**src/hw/rtl/bsfp_pkg.sv**
```systemverilog
`timescale 1ns / 1ps
// ----------------------------------------------------------------------------
// bsfp_pkg: shared types and constants
// Word types for the framer channels, the queued command and register codes.
// ----------------------------------------------------------------------------
package bsfp_pkg;

	localparam int BYTE_W   = 8;
	localparam int CFG_IDX_W = 1;

	localparam logic [BYTE_W-1:0] FLAG_RESET   = 8'd36;
	localparam logic [BYTE_W-1:0] ESCAPE_RESET = 8'd47;
	localparam logic [BYTE_W-1:0] PARITY_INIT  = 8'd0;

	typedef enum logic [CFG_IDX_W-1:0] {
		REG_FLAG   = 1'b0,
		REG_ESCAPE = 1'b1
	} bsfp_reg_t;

	typedef struct packed {
		logic [BYTE_W-1:0] data_byte;
		logic              end_of_message;
	} bsfp_in_t;

	typedef struct packed {
		logic [BYTE_W-1:0] out_byte;
		logic              is_trailer;
		logic              last;
	} bsfp_out_t;

	typedef struct packed {
		logic              need_open;
		logic              need_esc;
		logic              eom;
		logic [BYTE_W-1:0] data;
		logic [BYTE_W-1:0] flag;
		logic [BYTE_W-1:0] esc;
	} bsfp_cmd_t;

endpackage

```
**src/hw/rtl/byte_stuff_framer_parity_unit.sv**
```systemverilog
`timescale 1ns / 1ps
// ----------------------------------------------------------------------------
// byte_stuff_framer_parity_unit: flag/escape framer with parity trailer
// Input channel (in_valid/in_ready/in_data) takes one message byte per word,
// the final byte carrying end_of_message. Output channel (out_valid/out_ready/
// out_data) gives the framed stream one byte per word: opening flag, escape
// before data bytes equal to the flag or escape value, the data, then on the
// final byte a closing flag and an XOR parity trailer (is_trailer set).
// out_data.last marks the final output word of each input word.
// cfg_wr_en/cfg_index/cfg_wdata write the flag (index 0) and escape (index 1)
// registers; write them only while the block is idle.
// An accepted input word is written into the queue; the emitter then loads
// its output words into the output register.
// Throughput: one output word per cycle while out_ready is high; an input
// word expands to 1 to 5 output bytes at the emitter.
// A queue of QUEUE_DEPTH commands lets input be taken while output stalls;
// when out_ready is low the output register holds and the queue fills,
// then in_ready drops.
// Reset restores flag '$' and escape '/', closes any frame, empties the queue.
// ----------------------------------------------------------------------------
module byte_stuff_framer_parity_unit
	import bsfp_pkg::*;
#(
	parameter int QUEUE_DEPTH = 4
) (
	input  logic                 clk,
	input  logic                 arst_n,
	input  logic                 cfg_wr_en,
	input  logic [CFG_IDX_W-1:0] cfg_index,
	input  logic [BYTE_W-1:0]    cfg_wdata,
	input  logic                 in_valid,
	output logic                 in_ready,
	input  bsfp_in_t             in_data,
	output logic                 out_valid,
	input  logic                 out_ready,
	output bsfp_out_t            out_data
);

	logic      q_full;
	logic      q_push;
	bsfp_cmd_t q_cmd;
	logic      q_pop;
	logic      q_head_valid;
	bsfp_cmd_t q_head;

	bsfp_front u_front (
		.clk       (clk),
		.arst_n    (arst_n),
		.cfg_wr_en (cfg_wr_en),
		.cfg_index (cfg_index),
		.cfg_wdata (cfg_wdata),
		.in_valid  (in_valid),
		.in_ready  (in_ready),
		.in_data   (in_data),
		.q_full    (q_full),
		.q_push    (q_push),
		.q_cmd     (q_cmd)
	);

	bsfp_queue #(
		.DEPTH (QUEUE_DEPTH)
	) u_queue (
		.clk        (clk),
		.arst_n     (arst_n),
		.push       (q_push),
		.push_cmd   (q_cmd),
		.full       (q_full),
		.pop        (q_pop),
		.head_valid (q_head_valid),
		.head_cmd   (q_head)
	);

	bsfp_back u_back (
		.clk        (clk),
		.arst_n     (arst_n),
		.head_valid (q_head_valid),
		.head_cmd   (q_head),
		.pop        (q_pop),
		.out_valid  (out_valid),
		.out_ready  (out_ready),
		.out_data   (out_data)
	);

endmodule

```
**src/hw/rtl/bsfp_front.sv**
```systemverilog
`timescale 1ns / 1ps
// ----------------------------------------------------------------------------
// bsfp_front: input classification
// Holds the delimiter registers and frame state, turns each input word into
// a framing command for the queue.
// ----------------------------------------------------------------------------
module bsfp_front
	import bsfp_pkg::*;
(
	input  logic                 clk,
	input  logic                 arst_n,
	input  logic                 cfg_wr_en,
	input  logic [CFG_IDX_W-1:0] cfg_index,
	input  logic [BYTE_W-1:0]    cfg_wdata,
	input  logic                 in_valid,
	output logic                 in_ready,
	input  bsfp_in_t             in_data,
	input  logic                 q_full,
	output logic                 q_push,
	output bsfp_cmd_t            q_cmd
);

	logic [BYTE_W-1:0] flag_q;
	logic [BYTE_W-1:0] esc_q;
	logic              open_q;

	assign in_ready = !q_full;
	assign q_push   = in_valid && in_ready;

	always_comb begin
		q_cmd.need_open = !open_q;
		q_cmd.need_esc  = (in_data.data_byte == flag_q) || (in_data.data_byte == esc_q);
		q_cmd.eom       = in_data.end_of_message;
		q_cmd.data      = in_data.data_byte;
		q_cmd.flag      = flag_q;
		q_cmd.esc       = esc_q;
	end

	always_ff @(posedge clk or negedge arst_n) begin
		if (!arst_n) begin
			flag_q <= FLAG_RESET;
			esc_q  <= ESCAPE_RESET;
			open_q <= 1'b0;
		end else begin
			if (cfg_wr_en) begin
				case (bsfp_reg_t'(cfg_index))
					REG_FLAG:   flag_q <= cfg_wdata;
					REG_ESCAPE: esc_q  <= cfg_wdata;
					default:    ;
				endcase
			end
			if (q_push) begin
				open_q <= !in_data.end_of_message;
			end
		end
	end

endmodule

```
**src/hw/rtl/bsfp_queue.sv**
```systemverilog
`timescale 1ns / 1ps
// ----------------------------------------------------------------------------
// bsfp_queue: command queue
// Small first-in first-out buffer between classification and emission.
// ----------------------------------------------------------------------------
module bsfp_queue
	import bsfp_pkg::*;
#(
	parameter int DEPTH = 4
) (
	input  logic      clk,
	input  logic      arst_n,
	input  logic      push,
	input  bsfp_cmd_t push_cmd,
	output logic      full,
	input  logic      pop,
	output logic      head_valid,
	output bsfp_cmd_t head_cmd
);

	localparam int AW = (DEPTH > 1) ? $clog2(DEPTH) : 1;
	localparam int CW = $clog2(DEPTH + 1);
	localparam logic [AW-1:0] LAST_PTR = AW'(DEPTH - 1);
	localparam logic [CW-1:0] DEPTH_C  = CW'(DEPTH);

	bsfp_cmd_t         mem_q [DEPTH];
	logic [AW-1:0]     wr_ptr_q;
	logic [AW-1:0]     rd_ptr_q;
	logic [CW-1:0]     count_q;

	assign full       = (count_q == DEPTH_C);
	assign head_valid = (count_q != '0);
	assign head_cmd   = mem_q[rd_ptr_q];

	always_ff @(posedge clk) begin
		if (push) begin
			mem_q[wr_ptr_q] <= push_cmd;
		end
	end

	always_ff @(posedge clk or negedge arst_n) begin
		if (!arst_n) begin
			wr_ptr_q <= '0;
			rd_ptr_q <= '0;
			count_q  <= '0;
		end else begin
			if (push) begin
				wr_ptr_q <= (wr_ptr_q == LAST_PTR) ? '0 : wr_ptr_q + 1'b1;
			end
			if (pop) begin
				rd_ptr_q <= (rd_ptr_q == LAST_PTR) ? '0 : rd_ptr_q + 1'b1;
			end
			case ({push, pop})
				2'b10:   count_q <= count_q + 1'b1;
				2'b01:   count_q <= count_q - 1'b1;
				default: count_q <= count_q;
			endcase
		end
	end

	assert property (@(posedge clk) disable iff (!arst_n) push |-> !full)
		else $error("queue overflow");
	assert property (@(posedge clk) disable iff (!arst_n) pop |-> head_valid)
		else $error("queue underflow");

endmodule

```
**src/hw/rtl/bsfp_back.sv**
```systemverilog
`timescale 1ns / 1ps
// ----------------------------------------------------------------------------
// bsfp_back: frame emitter
// Walks each queued command through its output bytes, one per cycle unless
// the output stalls, keeps the running parity and drives the output register.
// ----------------------------------------------------------------------------
module bsfp_back
	import bsfp_pkg::*;
(
	input  logic      clk,
	input  logic      arst_n,
	input  logic      head_valid,
	input  bsfp_cmd_t head_cmd,
	output logic      pop,
	output logic      out_valid,
	input  logic      out_ready,
	output bsfp_out_t out_data
);

	typedef enum logic [2:0] {
		PH_OPEN,
		PH_ESC,
		PH_DATA,
		PH_CLOSE,
		PH_TRAIL
	} phase_t;

	phase_t            phase_q;
	logic              started_q;
	logic [BYTE_W-1:0] parity_q;

	phase_t            phase;
	phase_t            phase_nxt;
	logic              done;
	logic              fire;
	logic [BYTE_W-1:0] byte_val;

	assign fire = head_valid && (!out_valid || out_ready);
	assign pop  = fire && done;

	always_comb begin
		if (started_q) begin
			phase = phase_q;
		end else if (head_cmd.need_open) begin
			phase = PH_OPEN;
		end else if (head_cmd.need_esc) begin
			phase = PH_ESC;
		end else begin
			phase = PH_DATA;
		end
		phase_nxt = PH_DATA;
		done      = 1'b0;
		byte_val  = head_cmd.data;
		case (phase)
			PH_OPEN: begin
				byte_val  = head_cmd.flag;
				phase_nxt = head_cmd.need_esc ? PH_ESC : PH_DATA;
			end
			PH_ESC: begin
				byte_val  = head_cmd.esc;
				phase_nxt = PH_DATA;
			end
			PH_DATA: begin
				byte_val  = head_cmd.data;
				phase_nxt = PH_CLOSE;
				done      = !head_cmd.eom;
			end
			PH_CLOSE: begin
				byte_val  = head_cmd.flag;
				phase_nxt = PH_TRAIL;
			end
			PH_TRAIL: begin
				byte_val  = parity_q;
				done      = 1'b1;
			end
			default: begin
				done = 1'b1;
			end
		endcase
	end

	always_ff @(posedge clk or negedge arst_n) begin
		if (!arst_n) begin
			phase_q   <= PH_OPEN;
			started_q <= 1'b0;
			parity_q  <= PARITY_INIT;
			out_valid <= 1'b0;
			out_data  <= '0;
		end else begin
			if (fire) begin
				out_valid           <= 1'b1;
				out_data.out_byte   <= byte_val;
				out_data.is_trailer <= (phase == PH_TRAIL);
				out_data.last       <= done;
				phase_q             <= phase_nxt;
				started_q           <= !done;
				if (phase == PH_OPEN) begin
					parity_q <= head_cmd.flag;
				end else if (phase != PH_TRAIL) begin
					parity_q <= parity_q ^ byte_val;
				end
			end else if (out_valid && out_ready) begin
				out_valid <= 1'b0;
			end
		end
	end

	assert property (@(posedge clk) disable iff (!arst_n)
		out_valid && out_data.is_trailer |-> out_data.last)
		else $error("trailer not marked last");
	assert property (@(posedge clk) disable iff (!arst_n)
		fire && (phase == PH_TRAIL) |->
			(out_data.out_byte == head_cmd.flag) && !out_data.last)
		else $error("trailer without closing flag");

endmodule
```
**config.mk**
```make
export PLATFORM = sky130hd
export DESIGN_NAME = byte_stuff_framer_parity_unit
export DESIGN_NICKNAME = d
export VERILOG_FILES = /design/src/hw/rtl/bsfp_pkg.sv /design/src/hw/rtl/byte_stuff_framer_parity_unit.sv /design/src/hw/rtl/bsfp_front.sv /design/src/hw/rtl/bsfp_queue.sv /design/src/hw/rtl/bsfp_back.sv
export SDC_FILE = /design/constraint.sdc
export NUM_CORES = 1
export LEC_CHECK = 0
export BUFFER_PORTS_ARGS = -buffer_cell sky130_fd_sc_hd__buf_2
export CAP_MARGIN = 20
export CORE_AREA = 4 4 110 112
export DETAILED_ROUTE_END_ITERATION = 12
export DIE_AREA = 0 0 114 116
export PLACE_DENSITY = 0.84
export SLEW_MARGIN = 20
export SYNTH_ARGS = -nofsm -noshare
export SYNTH_HDL_FRONTEND = slang
export SYNTH_SLANG_ARGS = --single-unit
```
**constraint.sdc**
```tcl
create_clock -name clk -period 4.1 [get_ports clk]
set_clock_uncertainty 0.15 [all_clocks]
set_input_delay 0.82 -clock clk [delete_from_list [all_inputs] [get_ports clk]]
set_output_delay 0.82 -clock clk [all_outputs]
set_load 0.01 [all_outputs]
```
# Word-level counts from Yosys, hierarchy flattened
# Memories as Yosys holds them, arrays and structs flattened.
# Cells that the tools add are included.
op_classes:
  addsub: 4
  n_eq_ne: 12
  mux: 15
  n_bitwise: 2
  n_reduce_logical: 22
op_table:
  columns: ["op", "n"]
  rows:
  - ["8-bit one-hot mux with 3 select lines", 1]
  - ["8-bit equality test", 2]
  - ["8-bit 2-to-1 mux", 2]
  - ["3-bit one-hot mux with 3 select lines", 1]
  - ["8-bit bitwise XOR", 1]
  - ["2-bit equality test, second input constant", 3]
  - ["3-bit by 2-bit equality test with 1-bit output, second input constant", 2]
  - ["3-bit equality test, second input constant", 2]
  - ["1-bit zero test", 6]
  - ["2-bit 2-to-1 mux", 3]
  - ["3-bit 2-to-1 mux", 2]
  - ["3-bit one-hot mux with 2 select lines", 1]
  - ["2-bit AND reduction", 3]
  - ["2-bit nonzero test", 3]
  - ["2-bit by 1-bit adder with 2-bit output, second input constant", 2]
  - ["1-bit logical AND", 4]
  - ["1-bit 2-to-1 mux", 4]
  - ["3-bit by 1-bit adder with 3-bit output, second input constant", 1]
  - ["3-bit by 1-bit equality test with 1-bit output, second input constant", 1]
  - ["3-bit zero test", 1]
  - ["3-bit inequality test, second input constant", 1]
  - ["3-bit nonzero test", 1]
  - ["3-bit OR reduction", 1]
  - ["3-bit by 1-bit subtractor with 3-bit output, second input constant", 1]
  - ["other kinds (5)", 6]
totals:
  ff_bits: 47
  ram_bits: 108
  input_bits: 23
  elab_cells: 69
  memories: 1
mem_list:
  columns: ["memory", "depth", "width", "read_ports", "rd_ports_with_merged_regs", "wr", "line_no", "text"]
  rows:
  - ["u_queue.mem_q", 4, 27, 1, 0, 1, "bsfp_queue.sv:26", "bsfp_cmd_t mem_q [DEPTH];"]

# Depth between registers and ports, before layout
# Gate-level depths: netlist of the first run.
# An unclocked memory read counts as a cell.
depth:
  word_depth: 10
  depth_mapped: 13
  depth_no_buf: 11

# Hierarchy
# Synthesis of the first run repeated with hierarchy kept, for this count alone.
hier_totals:
  hier_cells: 424
  area_unflattened_um2: 6989.2
by_module_without_submodules:
  columns: ["module", "n_inst", "cells_each", "area_each_um2"]
  rows:
  - ["bsfp_queue", 1, 180, 4324.1]
  - ["bsfp_back", 1, 174, 1726.7]
  - ["bsfp_front", 1, 70, 938.4]

# Least setup slack after synthesis of the first run
# Ideal clock, no wire load.
synth_path:
  path_type: "flip-flop to flip-flop"
  startpoint: "reg u_queue.rd_ptr_q[0]"
  endpoint: "reg u_queue.count_q[2]"
  setup_ns: 0.079
  arrival_ns: 2.637
  t_required_ns: 3.871
  slack_ns: 1.234
  stages_incl_launch_ff: 13
  path_buffers: 1
  period_less_slack_ns: 2.866
  cell_sequence: "dfrtp_1 > buf_6 > mux2_4 > mux2_4 > nor2_1 > o21bai_1 > a21oi_2 > ha_1 > inv_1 > fa_1 > xor2_1 > nor2_1 > xor2_1"
synth_via:
  elab_chain_len: 10
  elab_cells_between_ends: 16
  cone_classes: "eq/ne: 5; mux: 5; reduce/logical: 5; memory: 1"
synth_rtl:
  columns: ["element", "line_no", "text"]
  rows:
  - ["start: declaration", "bsfp_queue.sv:28", "logic [AW-1:0] rd_ptr_q;"]
  - ["start signal: assignment", "bsfp_queue.sv:51", "rd_ptr_q <= (rd_ptr_q == LAST_PTR) ? '0 : rd_ptr_q + 1'b1;"]
  - ["memory read 4 x 27 bit (*)", null, null]
  - ["2-bit 2-to-1 mux", "bsfp_back.sv:46", "end else if (head_cmd.need_esc) begin"]
  - ["3-bit 2-to-1 mux", "bsfp_back.sv:44", "end else if (head_cmd.need_open) begin"]
  - ["3-bit 2-to-1 mux", "bsfp_back.sv:42", "if (started_q) begin"]
  - ["3-bit by 1-bit equality test with 1-bit output, or another cell as far along", "bsfp_back.sv:54", "case (phase)"]
  - ["3-bit OR reduction (no line)", null, null]
  - ["1-bit one-hot mux with 2 select lines (*)", "bsfp_back.sv:54", null]
  - ["1-bit logical AND (*)", "bsfp_back.sv:39", "assign pop = fire && done;"]
  - ["net q_pop", "byte_stuff_framer_parity_unit.sv:42", "logic q_pop;"]
  - ["2-bit by 1-bit equality test with 1-bit output / 2-bit equality test (equally long branches)", "bsfp_queue.sv:53", "case ({push, pop})"]
  - ["3-bit one-hot mux with 2 select lines / 2-bit nonzero test (equally long branches)", null, null]
  - ["end signal: assignment", "bsfp_queue.sv:54", "2'b10: count_q <= count_q + 1'b1;"]
  - ["end signal: assignment", "bsfp_queue.sv:55", "2'b01: count_q <= count_q - 1'b1;"]
  - ["end signal: assignment", "bsfp_queue.sv:56", "default: count_q <= count_q;"]
  - ["end: declaration", "bsfp_queue.sv:29", "logic [CW-1:0] count_q;"]
# The timed path passes the listed nets; every way through them passes the cells marked *.
# A chain may end at the register's enable or synchronous reset.

# Final worst setup path of the first run
# Ends and elaborated chain as after synthesis.

==> results of run 1 <==
worst paths after layout:
check	start	to	cells past startpoint
worst min register to register	u_back.out_data[2]	u_back.out_data[2]	2
worst max-delay path	u_queue.rd_ptr_q[0]	u_queue.count_q[2]	11
worst max register to register	u_queue.rd_ptr_q[0]	u_queue.count_q[2]	11
min in group clk	u_back.out_data[2]	u_back.out_data[2]	2
worst min-delay path	arst_n	u_back.out_data[8]	1
max in group asynchronous	arst_n	u_front.esc_q[5]	2
layout by cell type, fill, tap and decap left out, types with 2 or more instances in the layout:
cell type | Yosys | routed
edfxtp_1 | 108 | 108
nand2_1 | 42 | 42
dfrtp_1 | 40 | 39
buf_2 | 4 | 34
mux4_2 | 25 | 25
mux2_2 | 20 | 20
nor2_1 | 18 | 18
xnor2_1 | 18 | 18
clkbuf_16 | 0 | 17
inv_1 | 14 | 14
nor2b_1 | 9 | 9
nand3b_1 | 9 | 9
o211ai_1 | 8 | 8
buf_4 | 0 | 8
and3_1 | 8 | 7
a222oi_1 | 7 | 7
o31ai_1 | 7 | 7
a221oi_1 | 7 | 7
a31oi_1 | 7 | 7
clkinvlp_4 | 0 | 7
dfstp_2 | 7 | 7
ha_1 | 6 | 6
o21ai_0 | 5 | 5
nand4_1 | 4 | 4
mux2_4 | 3 | 3
mux2i_1 | 3 | 3
nand2b_1 | 3 | 3
nand3_1 | 3 | 3
a21o_1 | 3 | 3
clkbuf_1 | 9 | 3
o21ai_1 | 2 | 2
a32o_1 | 2 | 2
and2_1 | 2 | 2
o21a_1 | 2 | 2
xor2_1 | 2 | 2
clkinv_2 | 0 | 2
clkbuf_8 | 0 | 2
state kept, by name, indices dropped and copies added, names as in the netlist:
register	cells
u_back.out_data	10
u_back.out_valid	1
u_back.parity_q	8
u_back.phase_q	3
u_back.started_q	1
u_front.esc_q	8
u_front.flag_q	8
u_front.open_q	1
u_queue.count_q	3
u_queue.mem_q	108
u_queue.rd_ptr_q	2
u_queue.wr_ptr_q	2
layer usage:
layer	vias to the layer above	track usage	wire [µm]
met5	-	0	0
li1	1743	-	-
met3	46	0.05170	1037
met2	237	0.3813	7291
met1	1996	0.2932	5368
met4	0	0.1101	469
power groups by stage:
stage / sequential, mW / combinational, mW / clock, mW
after detailed placement: 2.44 / 2.03 / 0
after floorplan: 2.34 / 1.54 / 0
final: 2.43 / 2.07 / 1.39
after global routing: 2.47 / 2.23 / 1.48
after CTS: 2.42 / 2.05 / 1.40
after global placement: 2.41 / 1.90 / 0
kinds of logic (layout without fill, tap and decap cells):
logic type / after synthesis / after routing / synth area share
compound gates: 60 / 60 / 0.07090
xor+xnor: 20 / 20 / 0.02612
fa+ha+maj: 7 / 7 / 0.01418
buf+inv: 33 / 88 / 0.02425
flops: 155 / 155 / 0.6603
mux: 51 / 51 / 0.1287
simple gates: 103 / 103 / 0.07556
layout make-up:
type	instances	area, µm²	share of cell area
Clock buffer	22	464.2	0.06154
Timing Repair Buffer	42	230.2	0.03052
Sequential cell	155	4429	0.5872
Tap cell	143	178.9	0.02372
Multi-Input combinational cell	241	2117	0.2806
Inverter	14	52.55	0.006966
Clock inverter	10	71.32	0.009454
through the flow:
stage               instance area [µm²]  hold WS [ns]
floorplan                          6706        0.2998
global placement                   7008        0.3103
detailed placement                 7008        0.3340
CTS                                7543        0.3473
global route                       7543        0.3658
finish                             7543        0.3099
==> impl_results.md, run 1 <==
- Outcome: finished, final reports clean
- Post-CTS Hold Buffers: 0
- Die Width: 114 µm
- Drt pass-1 iters: 9
- Post-Syn Area: 6706 µm²
- Sw Ratio: 0.3523
- Placed instance count: 595
- Number of synthesized register bits: 155
- Achievable clock frequency: 0.3215 GHz
- Cell with the most instances after synthesis: edfxtp_1
- Detailed Route Iter0 Violations: 402
- Final Critical Period: 3.110 ns
- RSZ-0062 raised after global routing: no
- Remaining global-route overflow: 0
- Commonest cells post-synth: edfxtp_1, nand2_1, dfrtp_1
- Kind of critical path: reg -> reg
- Max_cap viols: 0
- Final nets: 501
- Clock latency on the worst-skew pair: 0.42 ns
- Avg Cell Area, Syn: 15.63 µm²
- CTS H-tree lvls: 4
- PostCTS Resize Cnt: 0
- FP Rows: 39
- First-pass GRT wire length: 22620 µm
- Hold/Removal Path Class: in -> async
- DRC: 0
- Clock share of power: 0.237
- Seq/Total Area, Yosys: 0.6603
- Setup crit end kind: flop
- HPWL Detailed: 8929 µm
- CP arrival: 3.31 ns
- Post-Route Utilization: 0.6721
- Post-Syn Instances: 429
- Synth Flop Type: edfxtp_1
- Worst-Margin Slew: 0.8120 ns
- Vias in the first global route: 4208
- Max incr delay on CP: 0.51 ns
- Clock transition at the registers of the reported paths: 0.06 ns
- All-Layer GR Usage: 0.2308
- Final worst slack: 0.9900 ns
- CP bufs+invs: 1
- I/O pins: 35
- Post-synth net total: 459
- Internal Power: 3.815 mW
- Starting Density: 0.5975
- Cell Chain, Critical Path: mux2_4 > mux2_4 > nor2_1 > o21bai_1 > a21oi_2 > ha_1 > inv_1 > fa_1 > xor2_1 > nor2_1 > xor2_1
- Die Ht: 116 µm
- WL final: 14170 µm
- Top-area cell type share of the netlist area: 0.4836
- Worst endpoint required time: 4.30 ns
- Pwr Density: 780.8 nW/µm²
- ANT nets after route: 0
- Die area: 13220 µm²
- Post-Layout Cell Count: 627
- Largest net degree at the start of global routing: 32
- CP delay by family, top: adder cells
- IO buf count: 34
- Synth top area cells: edfxtp_1, dfrtp_1, mux4_2
- Power Total: 5.890 mW
- Post-synth ARST share: 0.3032
- Slew Viols, Final: 0
- Max IR drop VDD: 362.7 µV
- Num Clock Sinks: 155
- DP Worst Slack: 1.018 ns
- Share of layout cells above drive strength 1: 0.2727
- Inserted Diodes: 0
- Final setup violation count: 0
- Fin Setup TNS: 0 ns
- Logic gate share of total power: 0.351
- Crit-path max FO: 8
- CTS Buffer Depth: 2
- DR vias/cell: 6.415
- Post-synth EDFFs: 108
- Yosys warning total: 0
- Area leader, netlist: edfxtp_1
- Slew margin rel.: 0.4576
- Vias: 4022
- Core box area: 11220 µm²
- Startpoint Class: flop
- DR WL/cell: 22.59 µm
- Number of buffers created by CTS: 17
- CTS tree: built
- Root Driver: clkbuf_16
- Initial antenna violation count: 0
- Layout overhead on the synthesized area: 12.48%
- R2r setup slk: 0.99 ns
- Switching power: 2.075 mW
- Period utilization: 0.7585
- Routability congestion estimate: 0.9568
- Synth cell types: 51
- Final hold viol count: 0
- Leakage power: 2.772 nW
- Worst path slowest cell: dfrtp_2
- Postcts setup bufs: 0
- Fillers: 737
- Sequential share of power: 0.413
Note: power is estimated with default switching activity, not from simulation.
==> inputs of run 2 (changes only) <==
clock period = 3.2 ns   (was 4.1 ns; I/O delays follow)
==> run 2 against run 1 <==
Net effect:
- flip-flop and latch count unchanged
- clock-buffer cell count is 3 lower
- non-clock buffer count grew 1
- core utilization rose by 0.29 points
- largest power group unchanged
==> impl_results.md, run 2 (same netlist as run 1, synthesis figures left out) <==
- Largest net degree at the start of global routing: 48
- Commonest non-fill, non-tap cell in the layout: edfxtp_1
- Die Ht: 116 µm
- Core box area: 11220 µm²
- Number of buffers created by CTS: 17
- DRC: 0
- Leakage power: 2.813 nW
- I/O pins: 35
- Register area: 4429 µm²
- CTS tree: built
- Achievable clock frequency: 0.3339 GHz
- Die Width: 114 µm
- Detailed Route Iter0 Violations: 453
- Die area: 13220 µm²
- Reg2Reg Capture Point: u_queue.count_q[2]
- Period utilization: 0.9359
- Vias: 3972
- Hold/Removal Path Class: in -> async
- Setup crit end kind: flop
- Inserted Diodes: 0
- CP delay by family, top: multiplexers
- Slew margin rel.: 0.4417
- Post-Layout Cell Count: 628
- Drt pass-1 iters: 7
- Remaining global-route overflow: 0
- FP Rows: 39
- WL final: 13720 µm
- CTS H-tree lvls: 4
- Fillers: 746
- Kind of critical path: reg -> reg
- Final Critical Period: 2.995 ns
- Initial antenna violation count: 0
- Root Driver: clkbuf_16
- DR WL/cell: 21.85 µm
- Pwr Density: 999.7 nW/µm²
- Starting Density: 0.5975
- Cell Chain, Critical Path: mux2_4 > mux2_4 > nor2_1 > o21bai_1 > a21oi_2 > ha_1 > inv_1 > fa_1 > xor2_1 > nor2_1 > xor2_1
- Routability congestion estimate: 0.9053
- Num Clock Sinks: 155
- Vias in the first global route: 3973
- DR vias/cell: 6.325
- Largest register FFs: 108
- Reg-to-reg startpoint: u_queue.rd_ptr_q[0]
- CP arrival: 3.19 ns
- IO buf count: 34
- Worst-Margin Slew: 0.8358 ns
- RSZ-0062 raised after global routing: no
- Top reg by flops: u_queue.mem_q
- Most frequent cells in the layout: edfxtp_1, nand2_1, dfrtp_1, buf_2, mux4_2
- Largest regs: u_queue.mem_q: 108 flops, u_back.out_data: 10 flops
- All-Layer GR Usage: 0.2242
- CTS Buffer Depth: 2
- CP bufs+invs: 1
- Final setup violation count: 0
- Crit-path max FO: 10
- ANT nets after route: 0
- Fin Setup TNS: 0 ns
- Max_cap viols: 0
- Outcome: finished, final reports clean
- Reg2reg path depth: 11
- Area occupied by multi-input gates: 2116 µm²
- Clock transition at the registers of the reported paths: 0.06 ns
- Final Cell Area: 7576 µm²
- Worst path slowest cell: dfrtp_2
- Placed instance count: 596
- Post-CTS Hold Buffers: 0
- PostCTS Resize Cnt: 0
- Postcts setup bufs: 0
- Max incr delay on CP: 0.52 ns
- Share of layout cells above drive strength 1: 0.2722
- Startpoint Class: flop
- R2r setup slk: 0.20 ns
- Final hold viol count: 0
- Placed inst area: 7014 µm²
- Final nets: 502
- HPWL Detailed: 8628 µm
- Worst endpoint required time: 3.39 ns
- Layout overhead on the synthesized area: 12.97%
- First-pass GRT wire length: 21870 µm
- Max IR drop VDD: 448.6 µV
- Clock latency on the worst-skew pair: 0.42 ns
- Slew Viols, Final: 0
## run 2: stage by stage
step | worst slack (ns) | hold WS, ns | power (mW) | util
5_1_grt | 0.05401 | 0.1305 | 7.996 | 0.6750
4_1_cts | 0.2095 | 0.2934 | 7.597 | 0.6748
3_5_place_dp | 0.2259 | 0.3266 | 5.683 | 0.6250
6_report | 0.2050 | 0.09251 | 7.574 | 0.6750
3_3_place_gp | 0.2982 | 0.3042 | 5.532 | 0.6250
2_1_floorplan | 0.3342 | 0.1944 | 4.976 | -
## run 2: layout make-up
class,count,share of cell area
multi-input cells,241,0.2793
inverters,14,0.006936
repair buffers,43,0.03171
flip-flops and latches,155,0.5846
clock buffers,19,0.05714
well taps,143,0.02362
clock inverters,13,0.01668
## run 2: how the worst max path moves through the flow
stage | slack, ns | cells after the start | from | end
floorplan | 0.33 | 12 | u_queue.rd_ptr_q[0] | u_queue.count_q[2]
global placement | 0.30 | 11 | u_queue.rd_ptr_q[0] | u_queue.count_q[2]
detailed placement | 0.23 | 11 | u_queue.rd_ptr_q[0] | u_queue.count_q[2]
CTS | 0.21 | 11 | u_queue.rd_ptr_q[0] | u_queue.count_q[2]
global route | 0.05 | 11 | u_queue.rd_ptr_q[0] | u_queue.count_q[2]
finish | 0.20 | 11 | u_queue.rd_ptr_q[0] | u_queue.count_q[2]
## run 2: where the power goes
part	internal [mW]	switching, mW
Clock	1.14	0.761
Combinational	1.13	1.44
Sequential	2.74	0.366
Total	5.01	2.56
## run 2: layer usage
metal | track usage | part of all wire | wire length [µm] | vias up
li1 | - | - | - | 1747
met1 | 0.2929 | 0.40 | 5455 | 2003
met2 | 0.3669 | 0.52 | 7128 | 195
met3 | 0.05640 | 0.062 | 845 | 27
met4 | 0.08630 | 0.021 | 291 | 0
met5 | 0 | 0 | 0 | -
==> inputs of run 3 (changes only) <==
CORE_AREA = 4 4 107 109   (was 4 4 110 112)
DIE_AREA = 0 0 111 113   (was 0 0 114 116)
PLACE_DENSITY = 0.88   (was 0.84)
clock period = 3.7 ns   (was 3.2 ns; I/O delays follow)
==> run 3 against run 2 <==
Net effect:
- hold slack got worse by 0.016 ns
- flip-flop and latch count did not move
- largest power group unchanged
- critical path type unchanged
- combinational power fell by 12%
- fmax fell by 9.4%
- first-iteration DRC count rose by 2.6%
- highest routed layer is now met5
- critical endpoint unchanged
==> impl_results.md, run 3 (same netlist as run 1, synthesis figures left out) <==
- Outcome: finished, final reports clean
- HPWL Detailed: 8660 µm
- Clock latency on the worst-skew pair: 0.52 ns
- R2r setup slk: 0.39 ns
- Reg2reg path depth: 10
- Internal Power: 4.304 mW
- WL final: 14080 µm
- Die area: 12540 µm²
- FP Rows: 38
- Starting Density: 0.6325
- Remaining global-route overflow: 0
- Clock share of power: 0.245
- Clock transition at the registers of the reported paths: 0.07 ns
- Num Clock Sinks: 155
- Root Driver: clkbuf_8
- Fin Setup TNS: 0 ns
- I/O pins: 35
- Kind of critical path: reg -> reg
- Drt pass-1 iters: 5
- IO buf count: 34
- CP arrival: 3.60 ns
- Fillers: 629
- Power Total: 6.560 mW
- Share of layout cells above drive strength 1: 0.2722
- Layout overhead on the synthesized area: 12.78%
- Leakage power: 2.803 nW
- Crit-path max FO: 16
- Routability congestion estimate: 0.7854
- Top reg by flops: u_queue.mem_q
- Final setup violation count: 0
- All-Layer GR Usage: 0.2403
- Worst path slowest cell: mux4_2
- Critical Path Start: u_queue.rd_ptr_q[0]
- DRC: 0
- Post-CTS Hold Buffers: 0
- Worst endpoint required time: 3.99 ns
- Commonest non-fill, non-tap cell in the layout: edfxtp_1
- CTS H-tree lvls: 4
- Logic gate share of total power: 0.346
- DR WL/cell: 22.52 µm
- ANT nets after route: 0
- Startpoint Class: flop
- Largest net degree at the start of global routing: 48
- Switching power: 2.257 mW
- Final nets: 502
- Sequential share of power: 0.409
- Slew margin rel.: 0.5146
- PostCTS Resize Cnt: 0
- Number of buffers created by CTS: 17
- Pwr Density: 867.4 nW/µm²
- Reg-to-reg startpoint: u_queue.rd_ptr_q[0]
- Reg2Reg Capture Point: u_queue.count_q[2]
- Period utilization: 0.8939
- Worst setup endpoint: u_queue.count_q[2]
- Slew Viols, Final: 0
- Sw Ratio: 0.3440
- Worst-Margin Slew: 0.7233 ns
- Most frequent cells in the layout: edfxtp_1, nand2_1, dfrtp_1, buf_2, mux4_2
- Largest regs: u_queue.mem_q: 108 flops, u_back.out_data: 10 flops
- Postcts setup bufs: 0
- Initial antenna violation count: 1
- Detailed Route Iter0 Violations: 465
- Core box area: 10600 µm²
- CTS Buffer Depth: 2
- Vias in the first global route: 4125
- DR vias/cell: 6.402
- Final hold viol count: 0
- Largest register FFs: 108
- Max_cap viols: 0
- Most Frequent Cell on Critical Path: xor2_1
- CTS tree: built
- Cell Chain, Critical Path: buf_4 > mux4_2 > o21bai_1 > a21oi_2 > ha_1 > inv_1 > fa_1 > xor2_1 > nor2_1 > xor2_1
- Die Ht: 113 µm
- Inserted Diodes: 0
- Vias: 4001
- Max incr delay on CP: 0.55 ns
- Setup crit end kind: flop
- RSZ-0062 raised after global routing: no
- Hold/Removal Path Class: in -> async
- Final Critical Period: 3.307 ns
- Die Width: 111 µm
- Max IR drop VDD: 488.9 µV
- Achievable clock frequency: 0.3024 GHz
- First-pass GRT wire length: 22670 µm
[run 3: cell count changes in the layout (fill, tap and decap cells not counted)]
cell | before | now
clkbuf_1 | 2 | 3
clkbuf_16 | 17 | 16
clkbuf_8 | 0 | 1
clkinv_1 | 1 | 0
clkinv_2 | 6 | 5
clkinv_4 | 1 | 2
clkinvlp_4 | 2 | 3
inv_6 | 1 | 0
[run 3: final cells by class]
class | count | area, µm² | share of cell area
clock buffers | 20 | 425.4 | 0.05624
clock inverters | 12 | 125.1 | 0.01654
inverters | 14 | 52.55 | 0.006948
multi-input cells | 241 | 2116 | 0.2797
flip-flops and latches | 155 | 4429 | 0.5856
well taps | 140 | 175.2 | 0.02316
repair buffers | 43 | 240.2 | 0.03176
[run 3: worst max-delay path, delay by kind of cell (launching register included)]
family | cells | cell delay, ns
muxes | 1 | 0.55
buffers and inverters | 2 | 0.42
DFF | 1 | 0.46
AOI/OAI and AO/OA | 2 | 0.53
and+or+nand+nor | 1 | 0.11
xor gates and xnor gates | 2 | 0.30
adders and majority gates | 2 | 0.72
[run 3: power by group through the flow]
stage	logic (mW)	clock network [mW]	registers [mW]
finish	2.27	1.61	2.68
global route	2.48	1.72	2.73
CTS	2.25	1.62	2.68
detailed placement	2.20	0	2.69
global placement	2.09	0	2.64
floorplan	1.71	0	2.59
[run 3: worst min path at each step]
stage          cells past startpoint      startpoint  slack [ns]              endpoint
2_1_floorplan                      0          arst_n        0.29    u_back.out_data[0]
3_3_place_gp                       2  u_front.open_q        0.32        u_front.open_q
3_5_place_dp                       2  u_front.open_q        0.33        u_front.open_q
4_1_cts                            1      in_data[0]        0.28  u_queue.mem_q[0][24]
5_1_grt                            1          arst_n        0.11    u_back.out_data[9]
6_report                           1          arst_n        0.08    u_back.parity_q[2]
[run 3: per-stage QoR]
stage	hold WS, ns	std cells	worst slack, ns	area [µm²]	util
global placement	0.3196	593	0.6547	7010	0.6612
CTS	0.2839	625	0.4010	7561	0.7131
finish	0.07622	625	0.3927	7564	0.7134
global route	0.1125	625	0.2490	7564	0.7134
detailed placement	0.3273	593	0.5240	7010	0.6612
floorplan	0.2944	429	0.8342	6706	-
[run 3: routing by layer]
layer,track usage,wire length [µm],part of all wire,vias up
met5,0,20,0.0014,-
met4,0.1059,473,0.034,2
met3,0.05615,1000,0.071,48
met2,0.3847,7005,0.50,200
met1,0.3204,5575,0.40,2003
li1,-,-,-,1748
